==> src/acpc_pkg.sv <==
package acpc_pkg;

    // field widths
    localparam int CMD_W        = 3;
    localparam int LEVEL_W      = 8;
    localparam int PCT_W        = 7;
    localparam int PHASE_W      = 2;
    localparam int CFG_INDEX_W  = 3;
    localparam int CFG_DATA_W   = 24;
    localparam int TIMER_W      = 16;
    localparam int LEAD_W       = 12;
    localparam int TIMEOUT_W    = 24;
    localparam int ACC_W        = 8;

    localparam int ELAPSED_WIDTH_DEFAULT = 24;

    localparam logic [PCT_W-1:0]   PCT_MAX     = 7'd100;
    localparam logic [TIMER_W-1:0] COMPARE_OFF = 16'hFFFF;

    // command codes
    typedef enum logic [CMD_W-1:0] {
        CMD_TICK       = 3'd0,
        CMD_ZERO_CROSS = 3'd1,
        CMD_SET_PHASE  = 3'd2,
        CMD_SET_CYCLE  = 3'd3,
        CMD_AC_CHECK   = 3'd4
    } acpc_cmd_t;

    // register indexes
    typedef enum logic [CFG_INDEX_W-1:0] {
        CFG_MAINS_60HZ   = 3'd0,
        CFG_LEAD         = 3'd1,
        CFG_PULSE_TICKS  = 3'd2,
        CFG_DENOMINATOR  = 3'd3,
        CFG_TIMEOUT      = 3'd4
    } acpc_cfg_index_t;

    typedef enum logic [PHASE_W-1:0] {
        PH_DELAYING = 2'd0,
        PH_PULSE_ON = 2'd1,
        PH_DISABLED = 2'd2
    } acpc_phase_t;

    typedef struct packed {
        logic                 mains_is_60hz;
        logic [LEAD_W-1:0]    zero_cross_lead;
        logic [TIMER_W-1:0]   triac_pulse_ticks;
        logic [PCT_W-1:0]     cycle_ratio_denominator;
        logic [TIMEOUT_W-1:0] ac_timeout_ticks;
    } acpc_cfg_t;

    // one decoded item, strobes high only in the cycle it is processed
    typedef struct packed {
        logic             tick;
        logic             zero_cross;
        logic             set_phase;
        logic             set_cycle;
        logic             ac_check;
        logic [PCT_W-1:0] level;
    } acpc_step_t;

    localparam logic [TIMER_W-1:0] DELAY_50HZ [0:100] = '{
        16'd20000, 16'd17680, 16'd17061, 16'd16621, 16'd16265, 16'd15961, 16'd15692,
        16'd15448, 16'd15225, 16'd15017, 16'd14822, 16'd14638, 16'd14462, 16'd14295,
        16'd14134, 16'd13979, 16'd13830, 16'd13685, 16'd13544, 16'd13407, 16'd13274,
        16'd13143, 16'd13016, 16'd12891, 16'd12768, 16'd12647, 16'd12529, 16'd12412,
        16'd12297, 16'd12184, 16'd12072, 16'd11961, 16'd11851, 16'd11743, 16'd11636,
        16'd11529, 16'd11423, 16'd11319, 16'd11215, 16'd11111, 16'd11008, 16'd10906,
        16'd10804, 16'd10703, 16'd10602, 16'd10501, 16'd10401, 16'd10300, 16'd10200,
        16'd10100, 16'd10000, 16'd9900,  16'd9800,  16'd9700,  16'd9599,  16'd9499,
        16'd9398,  16'd9297,  16'd9196,  16'd9094,  16'd8992,  16'd8889,  16'd8785,
        16'd8681,  16'd8577,  16'd8471,  16'd8364,  16'd8257,  16'd8149,  16'd8039,
        16'd7928,  16'd7816,  16'd7703,  16'd7588,  16'd7471,  16'd7353,  16'd7232,
        16'd7109,  16'd6984,  16'd6857,  16'd6726,  16'd6593,  16'd6456,  16'd6315,
        16'd6170,  16'd6021,  16'd5866,  16'd5705,  16'd5538,  16'd5362,  16'd5178,
        16'd4983,  16'd4775,  16'd4552,  16'd4308,  16'd4039,  16'd3735,  16'd3379,
        16'd2939,  16'd2320,  16'd0
    };

    localparam logic [TIMER_W-1:0] DELAY_60HZ [0:100] = '{
        16'd16667, 16'd14733, 16'd14218, 16'd13851, 16'd13554, 16'd13301, 16'd13076,
        16'd12874, 16'd12687, 16'd12514, 16'd12352, 16'd12198, 16'd12052, 16'd11912,
        16'd11778, 16'd11649, 16'd11525, 16'd11404, 16'd11287, 16'd11173, 16'd11061,
        16'd10953, 16'd10846, 16'd10742, 16'd10640, 16'd10540, 16'd10441, 16'd10343,
        16'd10248, 16'd10153, 16'd10060, 16'd9967,  16'd9876,  16'd9786,  16'd9696,
        16'd9608,  16'd9520,  16'd9432,  16'd9346,  16'd9259,  16'd9174,  16'd9088,
        16'd9004,  16'd8919,  16'd8835,  16'd8751,  16'd8667,  16'd8584,  16'd8500,
        16'd8417,  16'd8333,  16'd8250,  16'd8167,  16'd8083,  16'd8000,  16'd7916,
        16'd7832,  16'd7748,  16'd7663,  16'd7578,  16'd7493,  16'd7407,  16'd7321,
        16'd7234,  16'd7147,  16'd7059,  16'd6970,  16'd6881,  16'd6791,  16'd6699,
        16'd6607,  16'd6514,  16'd6419,  16'd6323,  16'd6226,  16'd6127,  16'd6027,
        16'd5924,  16'd5820,  16'd5714,  16'd5605,  16'd5494,  16'd5380,  16'd5263,
        16'd5142,  16'd5017,  16'd4888,  16'd4754,  16'd4615,  16'd4469,  16'd4315,
        16'd4153,  16'd3979,  16'd3793,  16'd3590,  16'd3366,  16'd3113,  16'd2816,
        16'd2449,  16'd1933,  16'd0
    };

    // linearised firing delay for a percent level
    function automatic logic [TIMER_W-1:0] delay_ticks(input logic is_60hz,
                                                       input logic [PCT_W-1:0] pct);
        logic [TIMER_W-1:0] d;
        d = '0;
        if (pct <= PCT_MAX)
        begin
            d = is_60hz ? DELAY_60HZ[pct] : DELAY_50HZ[pct];
        end
        return d;
    endfunction

endpackage

==> src/acpc_if.sv <==
interface acpc_item_if;
    logic                            valid;
    logic                            ready;
    logic [acpc_pkg::CMD_W-1:0]      cmd;
    logic [acpc_pkg::LEVEL_W-1:0]    level;

    modport source (output valid, output cmd, output level, input ready);
    modport sink   (input valid, input cmd, input level, output ready);
endinterface

interface acpc_result_if;
    logic                            valid;
    logic                            ready;
    logic                            phase_drive;
    logic                            cycle_drive;
    logic                            ac_present;
    logic [acpc_pkg::PHASE_W-1:0]    phase_state;

    modport source (output valid, output phase_drive, output cycle_drive,
                    output ac_present, output phase_state, input ready);
    modport sink   (input valid, input phase_drive, input cycle_drive,
                    input ac_present, input phase_state, output ready);
endinterface

interface acpc_cfg_if;
    logic                               valid;
    logic                               ready;
    logic [acpc_pkg::CFG_INDEX_W-1:0]   index;
    logic [acpc_pkg::CFG_DATA_W-1:0]    data;

    modport source (output valid, output index, output data, input ready);
    modport sink   (input valid, input index, input data, output ready);
endinterface

==> src/acpc_phase_ctrl.sv <==
module acpc_phase_ctrl
(
    input  logic                             clk,
    input  logic                             rst_n,
    input  acpc_pkg::acpc_step_t             step,
    input  acpc_pkg::acpc_cfg_t              cfg,
    input  logic                             output_enable,
    output logic                             pin_next,
    output acpc_pkg::acpc_phase_t            phase_next
);

    acpc_pkg::acpc_phase_t                 phase_reg;
    logic [acpc_pkg::TIMER_W-1:0]          count_reg;
    logic [acpc_pkg::TIMER_W-1:0]          count_next;
    logic [acpc_pkg::TIMER_W-1:0]          compare_reg;
    logic [acpc_pkg::TIMER_W-1:0]          compare_next;
    logic [acpc_pkg::PCT_W-1:0]            level_reg;
    logic [acpc_pkg::PCT_W-1:0]            level_next;
    logic                                  pin_reg;
    logic [acpc_pkg::TIMER_W-1:0]          count_inc;
    logic [acpc_pkg::TIMER_W-1:0]          fire_delay;

    assign count_inc  = count_reg + 16'd1;
    assign fire_delay = acpc_pkg::delay_ticks(cfg.mains_is_60hz, level_reg)
                      + {{(acpc_pkg::TIMER_W - acpc_pkg::LEAD_W){1'b0}}, cfg.zero_cross_lead};

    always_comb
    begin
        phase_next   = phase_reg;
        count_next   = count_reg;
        compare_next = compare_reg;
        level_next   = level_reg;
        pin_next     = pin_reg;

        if (step.tick)
        begin
            count_next = count_inc;
            if (count_inc == compare_reg)
            begin
                unique case (phase_reg)
                    acpc_pkg::PH_DELAYING:
                    begin
                        phase_next   = acpc_pkg::PH_PULSE_ON;
                        pin_next     = output_enable ? 1'b1 : pin_reg;
                        count_next   = '0;
                        compare_next = cfg.triac_pulse_ticks;
                    end
                    acpc_pkg::PH_PULSE_ON:
                    begin
                        phase_next   = acpc_pkg::PH_DISABLED;
                        pin_next     = 1'b0;
                        count_next   = '0;
                        compare_next = acpc_pkg::COMPARE_OFF;
                    end
                    default:
                    begin
                        phase_next = phase_reg;
                    end
                endcase
            end
        end

        if (step.zero_cross)
        begin
            count_next   = '0;
            phase_next   = acpc_pkg::PH_DELAYING;
            pin_next     = output_enable ? 1'b0 : pin_reg;
            compare_next = fire_delay;
        end

        if (step.set_phase)
        begin
            level_next = step.level;
        end
    end

    always_ff @(posedge clk or negedge rst_n)
    begin
        if (!rst_n)
        begin
            phase_reg   <= acpc_pkg::PH_DISABLED;
            count_reg   <= '0;
            compare_reg <= acpc_pkg::COMPARE_OFF;
            level_reg   <= '0;
            pin_reg     <= 1'b0;
        end
        else
        begin
            phase_reg   <= phase_next;
            count_reg   <= count_next;
            compare_reg <= compare_next;
            level_reg   <= level_next;
            pin_reg     <= pin_next;
        end
    end

endmodule

==> src/acpc_cycle_ctrl.sv <==
module acpc_cycle_ctrl
(
    input  logic                             clk,
    input  logic                             rst_n,
    input  acpc_pkg::acpc_step_t             step,
    input  logic [acpc_pkg::PCT_W-1:0]       denominator,
    input  logic                             output_enable,
    output logic                             pin_next
);

    logic [acpc_pkg::PCT_W-1:0]  level_reg;
    logic [acpc_pkg::PCT_W-1:0]  level_next;
    logic                        restart_reg;
    logic                        restart_next;
    logic [acpc_pkg::ACC_W-1:0]  acc_reg;
    logic [acpc_pkg::ACC_W-1:0]  acc_next;
    logic                        pin_reg;
    logic [acpc_pkg::ACC_W-1:0]  half_sum;
    logic [acpc_pkg::ACC_W-1:0]  acc_start;
    logic [acpc_pkg::ACC_W-1:0]  acc_added;
    logic [acpc_pkg::ACC_W-1:0]  level_ext;
    logic [acpc_pkg::ACC_W-1:0]  denom_ext;

    assign level_ext = {1'b0, level_reg};
    assign denom_ext = {1'b0, denominator};
    // (n + m) / 2, then negated to seed a fresh sequence
    assign half_sum  = (level_ext + denom_ext) >> 1;
    assign acc_start = restart_reg ? (8'd0 - half_sum) : acc_reg;
    assign acc_added = acc_start + level_ext;

    always_comb
    begin
        level_next   = level_reg;
        restart_next = restart_reg;
        acc_next     = acc_reg;
        pin_next     = pin_reg;

        if (step.zero_cross)
        begin
            restart_next = 1'b0;
            if (!acc_added[acpc_pkg::ACC_W-1])
            begin
                acc_next = acc_added - denom_ext;
                pin_next = output_enable ? 1'b1 : pin_reg;
            end
            else
            begin
                acc_next = acc_added;
                pin_next = 1'b0;
            end
        end

        if (step.set_cycle)
        begin
            level_next   = step.level;
            restart_next = 1'b1;
        end
    end

    always_ff @(posedge clk or negedge rst_n)
    begin
        if (!rst_n)
        begin
            level_reg   <= '0;
            restart_reg <= 1'b1;
            acc_reg     <= '0;
            pin_reg     <= 1'b0;
        end
        else
        begin
            level_reg   <= level_next;
            restart_reg <= restart_next;
            acc_reg     <= acc_next;
            pin_reg     <= pin_next;
        end
    end

endmodule

==> src/ac_phase_and_cycle_power_control.sv <==
// channel  | modport | payload                                        | beat
// ---------+---------+------------------------------------------------+---------------------
// item     | sink    | cmd, level                                     | one command
// result   | source  | phase_drive, cycle_drive, ac_present, phase_state | state after a command
// cfg      | sink    | index, data                                    | one register write
//
// one command per cycle sustained while result.ready stays high; a taken command moves from
// the input register to the result register, from which its result beat goes out, once no
// unaccepted beat waits there; the state update is one pass of logic between those registers
// reset clears both valid flags and returns all controller state to its power-up value
// while a result waits, one further command is held in the input register and item.ready
// drops; cfg.ready is always high
module ac_phase_and_cycle_power_control
#(
    parameter int ELAPSED_WIDTH = acpc_pkg::ELAPSED_WIDTH_DEFAULT
)
(
    input  logic                  clk,
    input  logic                  rst_n,
    acpc_item_if.sink             item,
    acpc_result_if.source         result,
    acpc_cfg_if.sink              cfg
);

    // compare width wide enough for both the elapsed count and the timeout
    localparam int CMP_W = (ELAPSED_WIDTH > acpc_pkg::TIMEOUT_W) ?
                           ELAPSED_WIDTH : acpc_pkg::TIMEOUT_W;

    // configuration registers
    acpc_pkg::acpc_cfg_t              cfg_reg;

    // input register
    logic                             in_valid_reg;
    logic [acpc_pkg::CMD_W-1:0]       cmd_reg;
    logic [acpc_pkg::LEVEL_W-1:0]     level_reg;

    // result register
    logic                             res_valid_reg;
    logic                             phase_drive_reg;
    logic                             cycle_drive_reg;
    logic                             ac_present_reg;
    logic [acpc_pkg::PHASE_W-1:0]     phase_state_reg;

    // presence tracking
    logic [ELAPSED_WIDTH-1:0]         elapsed_reg;
    logic [ELAPSED_WIDTH-1:0]         elapsed_next;
    logic                             enable_reg;
    logic                             enable_next;

    logic                             res_free;
    logic                             advance;
    logic [acpc_pkg::PCT_W-1:0]       level_clip;
    acpc_pkg::acpc_step_t             step;
    logic                             phase_pin_next;
    logic                             cycle_pin_next;
    acpc_pkg::acpc_phase_t            phase_next;
    logic                             in_time;

    assign res_free   = !res_valid_reg || result.ready;
    assign advance    = in_valid_reg && res_free;
    assign item.ready = !in_valid_reg || res_free;
    assign cfg.ready  = 1'b1;

    // levels above full power mean off
    assign level_clip = (level_reg > {1'b0, acpc_pkg::PCT_MAX}) ?
                        '0 : level_reg[acpc_pkg::PCT_W-1:0];

    // command decode, strobes only while the held command moves on
    always_comb
    begin
        step       = '0;
        step.level = level_clip;
        if (advance)
        begin
            unique case (cmd_reg)
                acpc_pkg::CMD_TICK:       step.tick       = 1'b1;
                acpc_pkg::CMD_ZERO_CROSS: step.zero_cross = 1'b1;
                acpc_pkg::CMD_SET_PHASE:  step.set_phase  = 1'b1;
                acpc_pkg::CMD_SET_CYCLE:  step.set_cycle  = 1'b1;
                acpc_pkg::CMD_AC_CHECK:   step.ac_check   = 1'b1;
                default:                  step.tick       = 1'b0;
            endcase
        end
    end

    // saturating count of ticks since the last crossing
    assign in_time = CMP_W'(elapsed_reg) <= CMP_W'(cfg_reg.ac_timeout_ticks);

    always_comb
    begin
        elapsed_next = elapsed_reg;
        enable_next  = enable_reg;
        if (step.tick && !(&elapsed_reg))
        begin
            elapsed_next = elapsed_reg + ELAPSED_WIDTH'(1);
        end
        if (step.zero_cross)
        begin
            elapsed_next = '0;
        end
        if (step.ac_check)
        begin
            enable_next = in_time;
        end
    end

    acpc_phase_ctrl u_phase
    (
        .clk           (clk),
        .rst_n         (rst_n),
        .step          (step),
        .cfg           (cfg_reg),
        .output_enable (enable_reg),
        .pin_next      (phase_pin_next),
        .phase_next    (phase_next)
    );

    acpc_cycle_ctrl u_cycle
    (
        .clk           (clk),
        .rst_n         (rst_n),
        .step          (step),
        .denominator   (cfg_reg.cycle_ratio_denominator),
        .output_enable (enable_reg),
        .pin_next      (cycle_pin_next)
    );

    // register writes, unknown indexes ignored
    always_ff @(posedge clk or negedge rst_n)
    begin
        if (!rst_n)
        begin
            cfg_reg.mains_is_60hz           <= 1'b0;
            cfg_reg.zero_cross_lead         <= '0;
            cfg_reg.triac_pulse_ticks       <= 16'd200;
            cfg_reg.cycle_ratio_denominator <= 7'd100;
            cfg_reg.ac_timeout_ticks        <= 24'd200000;
        end
        else if (cfg.valid)
        begin
            unique case (cfg.index)
                acpc_pkg::CFG_MAINS_60HZ:
                    cfg_reg.mains_is_60hz <= cfg.data[0];
                acpc_pkg::CFG_LEAD:
                    cfg_reg.zero_cross_lead <= cfg.data[acpc_pkg::LEAD_W-1:0];
                acpc_pkg::CFG_PULSE_TICKS:
                    cfg_reg.triac_pulse_ticks <= cfg.data[acpc_pkg::TIMER_W-1:0];
                acpc_pkg::CFG_DENOMINATOR:
                    cfg_reg.cycle_ratio_denominator <= cfg.data[acpc_pkg::PCT_W-1:0];
                acpc_pkg::CFG_TIMEOUT:
                    cfg_reg.ac_timeout_ticks <= cfg.data[acpc_pkg::TIMEOUT_W-1:0];
                default:
                    cfg_reg <= cfg_reg;
            endcase
        end
    end

    // control flags and presence state
    always_ff @(posedge clk or negedge rst_n)
    begin
        if (!rst_n)
        begin
            in_valid_reg  <= 1'b0;
            res_valid_reg <= 1'b0;
            elapsed_reg   <= '0;
            enable_reg    <= 1'b0;
        end
        else
        begin
            if (item.valid && item.ready)
            begin
                in_valid_reg <= 1'b1;
            end
            else if (advance)
            begin
                in_valid_reg <= 1'b0;
            end

            if (advance)
            begin
                res_valid_reg <= 1'b1;
            end
            else if (result.ready)
            begin
                res_valid_reg <= 1'b0;
            end

            elapsed_reg <= elapsed_next;
            enable_reg  <= enable_next;
        end
    end

    // payload registers
    always_ff @(posedge clk)
    begin
        if (item.valid && item.ready)
        begin
            cmd_reg   <= item.cmd;
            level_reg <= item.level;
        end
        if (advance)
        begin
            phase_drive_reg <= phase_pin_next;
            cycle_drive_reg <= cycle_pin_next;
            ac_present_reg  <= enable_next;
            phase_state_reg <= phase_next;
        end
    end

    assign result.valid       = res_valid_reg;
    assign result.phase_drive = phase_drive_reg;
    assign result.cycle_drive = cycle_drive_reg;
    assign result.ac_present  = ac_present_reg;
    assign result.phase_state = phase_state_reg;

endmodule
==> src/flat_wrapper.sv <==
// flat-port wrapper written by rule: the top's interface ports become plain ports
module ac_phase_and_cycle_power_control_flat 
#(
    parameter int ELAPSED_WIDTH = acpc_pkg::ELAPSED_WIDTH_DEFAULT
)
  (clk, rst_n, item_valid, item_cmd, item_level, item_ready, result_valid, result_phase_drive, result_cycle_drive, result_ac_present, result_phase_state, result_ready, cfg_valid, cfg_index, cfg_data, cfg_ready);
  acpc_item_if item_i ();
  acpc_result_if result_i ();
  acpc_cfg_if cfg_i ();
  input  logic clk;
  input  logic rst_n;
  input wire logic [$bits(item_i.valid)-1:0] item_valid;
  input wire logic [$bits(item_i.cmd)-1:0] item_cmd;
  input wire logic [$bits(item_i.level)-1:0] item_level;
  output wire logic [$bits(item_i.ready)-1:0] item_ready;
  output wire logic [$bits(result_i.valid)-1:0] result_valid;
  output wire logic [$bits(result_i.phase_drive)-1:0] result_phase_drive;
  output wire logic [$bits(result_i.cycle_drive)-1:0] result_cycle_drive;
  output wire logic [$bits(result_i.ac_present)-1:0] result_ac_present;
  output wire logic [$bits(result_i.phase_state)-1:0] result_phase_state;
  input wire logic [$bits(result_i.ready)-1:0] result_ready;
  input wire logic [$bits(cfg_i.valid)-1:0] cfg_valid;
  input wire logic [$bits(cfg_i.index)-1:0] cfg_index;
  input wire logic [$bits(cfg_i.data)-1:0] cfg_data;
  output wire logic [$bits(cfg_i.ready)-1:0] cfg_ready;
  assign item_i.valid = item_valid;
  assign item_i.cmd = item_cmd;
  assign item_i.level = item_level;
  assign item_ready = item_i.ready;
  assign result_valid = result_i.valid;
  assign result_phase_drive = result_i.phase_drive;
  assign result_cycle_drive = result_i.cycle_drive;
  assign result_ac_present = result_i.ac_present;
  assign result_phase_state = result_i.phase_state;
  assign result_i.ready = result_ready;
  assign cfg_i.valid = cfg_valid;
  assign cfg_i.index = cfg_index;
  assign cfg_i.data = cfg_data;
  assign cfg_ready = cfg_i.ready;
  ac_phase_and_cycle_power_control #(.ELAPSED_WIDTH(ELAPSED_WIDTH)) u_core (.clk(clk), .rst_n(rst_n), .item(item_i), .result(result_i), .cfg(cfg_i));
endmodule
==> config.mk <==
export PLATFORM = sky130hd
export DESIGN_NAME = ac_phase_and_cycle_power_control_flat
export DESIGN_NICKNAME = d
export VERILOG_FILES = /design/src/acpc_pkg.sv /design/src/acpc_if.sv /design/src/acpc_phase_ctrl.sv /design/src/acpc_cycle_ctrl.sv /design/src/ac_phase_and_cycle_power_control.sv /design/src/flat_wrapper.sv
export SDC_FILE = /design/constraint.sdc
export NUM_CORES = 1
export LEC_CHECK = 0
export BUFFER_PORTS_ARGS = -buffer_cell sky130_fd_sc_hd__clkbuf_2
export CORE_AREA = 10 10 179 181
export DETAILED_ROUTE_END_ITERATION = 6
export DIE_AREA = 0 0 189 191
export HOLD_SLACK_MARGIN = 0.12
export PLACE_DENSITY = 0.68
export SLEW_MARGIN = 20
export SYNTH_ARGS = -nofsm -noshare
export SYNTH_HDL_FRONTEND = slang
export SYNTH_HIERARCHICAL = 1
export SYNTH_SLANG_ARGS = --single-unit
==> constraint.sdc <==
create_clock -name clk -period 4.3 [get_ports clk]
set_clock_uncertainty 0.05 [all_clocks]
set_input_delay 0.86 -clock clk [delete_from_list [all_inputs] [get_ports clk]]
set_output_delay 0.86 -clock clk [all_outputs]
set_load 0.03 [all_outputs]
==> impl_metrics.py <==
metrics = {
    "status": {
        "outcome": "finished, final reports clean",
    },
    "sta": {
        "worst_slack_ns": 0.0865,
        "finalHoldViolCount": 0,
        "fin_crit_ns": 4.21,
        "fin_crit_sh_pct": 98.0,
        "worst_slew_pin_slew_ns": 0.934,
        "setup_viol": 0,
        "clock.fmax_mhz": 237,
        "max_slew_margin_pct": 37.3,
        "rsz0062_at_grt": "true",
        "drv_slew": 0,
    },
    "clocking": {
        "cts_made_buffers": 17,
        "cts.clk_slew.worst_paths_ns": 0.07,
        "cts_tree": "done",
        "clkLatencyLatePin_ns": 0.44,
        "clock-root-buffer": "clkbuf_16",
        "htreeDepth": 4,
        "cts_hold_buf": 0,
        "clk_path_buf_depth": 2,
        "cts.sinks": 162,
    },
    "final_layout": {
        "nets": 1960,
        "syn2layout_area_growth_pct": 21.6,
        "diodes": 0,
        "drive_gt1_share_pct": 29.2,
        "largest_reg_flops": 60,
        "finish.utilization_pct": 59.6,
    },
    "yosys": {
        "yosysWarnings": 6,
        "netlist_area_um2": 14000,
        "synth_area_leaders": "dfrtp_1 (21%), ha_1 (7.4%), dfstp_2 (5.6%)",
        "ys_seq_area_share_pct": 29.9,
        "ys_types": 104,
        "netlist_instances": 1682,
        "synth_top_area_share_pct": 20.8,
        "synth_flop_cell": "dfrtp_1",
        "synth_top_cell_by_area": "dfrtp_1",
        "avgSynthCellArea_um2": 8.30,
        "synthArstFlopShare_pct": 90.1,
        "syn_nets": 1811,
        "ys_seq_elements": 162,
        "synth-edff-count": 16,
    },
    "die": {
        "die_w_um": 189,
        "io_pins": 51,
        "core_um2": 28500,
        "start_util_pct": 49.0,
        "die_h_um": 191,
        "rows": 62,
        "dieArea_um2": 36100,
    },
    "critical_path": {
        "worstPathMaxFanout": 6,
        "slowest_stage": "dfrtp_2",
        "path_cells": "inv_4 > ha_2 > buf_4 > nor2b_1 > nor2_1 > buf_4 > o32a_1 > a41oi_1 > a211oi_2 > ha_2 > buf_4 > buf_4 > a21o_1 > a41oi_2 > o21ai_1 > o31a_1 > a221o_1 > nand2_1 > xnor2_1 > a221oi_2",
        "critPathLaunchType": "register",
        "criticalPathCategory": "register to register",
        "cp-end-kind": "register",
        "worst_ep_required_time_ns": 4.60,
        "cp.arrival_ns": 4.51,
        "max_stage_delay_ns": 0.46,
        "path_common_cell": "buf_4",
    },
    "routing": {
        "first_iter_violations": 1710,
        "wl_met3_um": 3530,
        "vias_per_cell": 6.25,
        "drtPass1Iterations": 6,
        "drc": 0,
        "ant_nets": 0,
        "highest_layer": "met4",
        "wl_met1_um": 20500,
        "route.met2.wl_um": 21900,
        "vias": 13900,
        "post_drt_wl_per_cell_um": 21.4,
        "wl_um": 47700,
    },
    "global_route": {
        "grt_pass1_wl_um": 75000,
        "antenna_found_initial": 0,
        "grt_usage_pct": 25.9,
        "grt_pass1_vias": 13500,
        "grt-ovfl-total": 0,
        "grt_max_degree": 93,
    },
    "power_and_ir_drop": {
        "vdd_drop_max_uv": 1090,
        "pwr_density_cell_nw_per_um2": 682,
        "leakagePower_uw": 0.00693,
    },
    "place": {
        "numPortBuffers": 49,
        "gp_congestion": 0.982,
        "pre_cts_slack_ns": -0.353,
        "hpwl_um": 35200,
    },
    "run": {
        "maxCapViolCount": 0,
    },
    "min_path": {
        "min_path_type": "input pin to async pin",
    },
}
[critical path, delay by kind of cell, from the launching register on]
kind / cells / cell delay, ns
AO/OA/AOI/OAI: 9 / 2.12
flip-flops: 1 / 0.46
adder cells (fa/ha/maj): 2 / 0.45
XOR/XNOR: 1 / 0.08
buffers and inverters: 5 / 0.62
AND/OR/NAND/NOR: 3 / 0.36
[metal layers]
metal	vias to the layer above	global-route usage, %
met1	6673	34.2
met2	636	41.1
met4	0	11.1
met5	-	0
met3	137	4.28
li1	6473	-
[repair_timing]
action / CTS / global route
endpoints found under the setup margin: 13 / 12
setup buffers: 2 / 12
pin swaps: 5 / 38
resized for setup: 26 / 104
[synth_stat cells, types with 6 or more instances]
| cell type | n |
|---|---|
| clkbuf_1 | 83 |
| o21ai_0 | 146 |
| nand2_1 | 174 |
| o31ai_1 | 10 |
| xor2_1 | 17 |
| or2_2 | 7 |
| inv_1 | 68 |
| mux2i_1 | 9 |
| and2_1 | 15 |
| nand3b_1 | 7 |
| buf_6 | 6 |
| o221ai_1 | 7 |
| o21a_1 | 7 |
| dfstp_2 | 30 |
| o22ai_1 | 6 |
| buf_2 | 13 |
| nor4_1 | 8 |
| a2111oi_0 | 7 |
| ha_1 | 82 |
| a311oi_1 | 16 |
| a221oi_1 | 7 |
| and3_1 | 22 |
| a31oi_1 | 33 |
| a221oi_2 | 14 |
| nor3_2 | 15 |
| edfxtp_1 | 16 |
| nand3_1 | 48 |
| dfrtp_1 | 116 |
| a21oi_1 | 115 |
| buf_1 | 13 |
| xnor2_1 | 38 |
| nor3_1 | 37 |
| mux2_2 | 47 |
| nand4_1 | 18 |
| nor2_1 | 163 |
| and4_1 | 10 |
| o211ai_1 | 19 |
| o32ai_1 | 6 |
| nor2b_1 | 17 |
| a211oi_1 | 28 |
| o311ai_0 | 10 |
| a21o_1 | 13 |
| nand2b_1 | 22 |
[cell type report]
class / count / area (um^2)
Clock buffer: 17 / 425
Tap cell: 384 / 480
Clock inverter: 15 / 169
Fill cell: 2514 / 11500
Sequential cell: 162 / 4190
Multi-Input combinational cell: 1328 / 9560
Timing Repair Buffer: 250 / 1880
Inverter: 72 / 277
[stage by stage]
| step | TNS, ns | power [uW] | instances | area, um^2 | hold WS [ns] |
|---|---|---|---|---|---|
| 4_1_cts | 0 | 10700 | 2216 | 16400 | 0.464 |
| 5_1_grt | -0.433 | 12300 | 2228 | 17000 | 0.478 |
| 3_5_place_dp | -2.06 | 8960 | 2182 | 15700 | 0.440 |
| 6_report | 0 | 11600 | 2228 | 17000 | 0.423 |
| 2_1_floorplan | 0 | 6490 | 1682 | 14000 | 0.402 |
| 3_3_place_gp | -1.56 | 8890 | 2182 | 15700 | 0.431 |
[worst paths after layout]
| kind | to | cells past startpoint | from | slack [ns] |
|---|---|---|---|---|
| max | u_core/u_phase/compare_reg[13] | 20 | u_core/u_phase/level_reg[0] | 0.09 |
| min | u_core/u_phase/count_reg[1] | 1 | rst_n | 0.42 |
| max reg2reg | u_core/u_phase/compare_reg[13] | 20 | u_core/u_phase/level_reg[0] | 0.09 |
| min reg2reg | u_core/u_phase/compare_reg[9] | 1 | u_core/cfg_reg[40] | 0.46 |
| max in group asynchronous | u_core/cfg_reg[10] | 2 | rst_n | 2.79 |
| min in group clk | u_core/u_phase/compare_reg[9] | 1 | u_core/cfg_reg[40] | 0.46 |
[kinds of logic (layout without fill, tap and decap cells)]
| group | Yosys count | in the layout | synth area share [%] |
|---|---|---|---|
| simple gates | 605 | 605 | 22.1 |
| other cells | 1 | 1 | 0.0269 |
| xor+xnor | 57 | 57 | 3.73 |
| flops | 162 | 162 | 29.9 |
| mux | 66 | 66 | 5.68 |
| fa+ha+maj | 86 | 86 | 7.93 |
| buf+inv | 192 | 354 | 5.74 |
| compound gates | 513 | 513 | 24.9 |
[cell usage in the layout, fill, tap and decap left out, types with 22 or more instances in the layout]
cell type  synthesis  final
a211oi_1          28     22
a21oi_1          115    105
a31oi_1           33     33
buf_4              5    189
clkbuf_2           0     48
dfrtp_1          116    107
dfstp_2           30     30
ha_1              82     60
inv_1             68     63
mux2_2            47     45
nand2_1          174    172
nand3_1           48     46
nor2_1           163    154
nor3_1            37     31
o21ai_0          146    133
xnor2_1           38     36
[power by group]
group	internal (uW)	switching (uW)	total (uW)
combinational	3520	4240	7760
sequential	1940	323	2260
clock	827	723	1550
total	6280	5290	11600
Power figures use the tool's default switching activity.
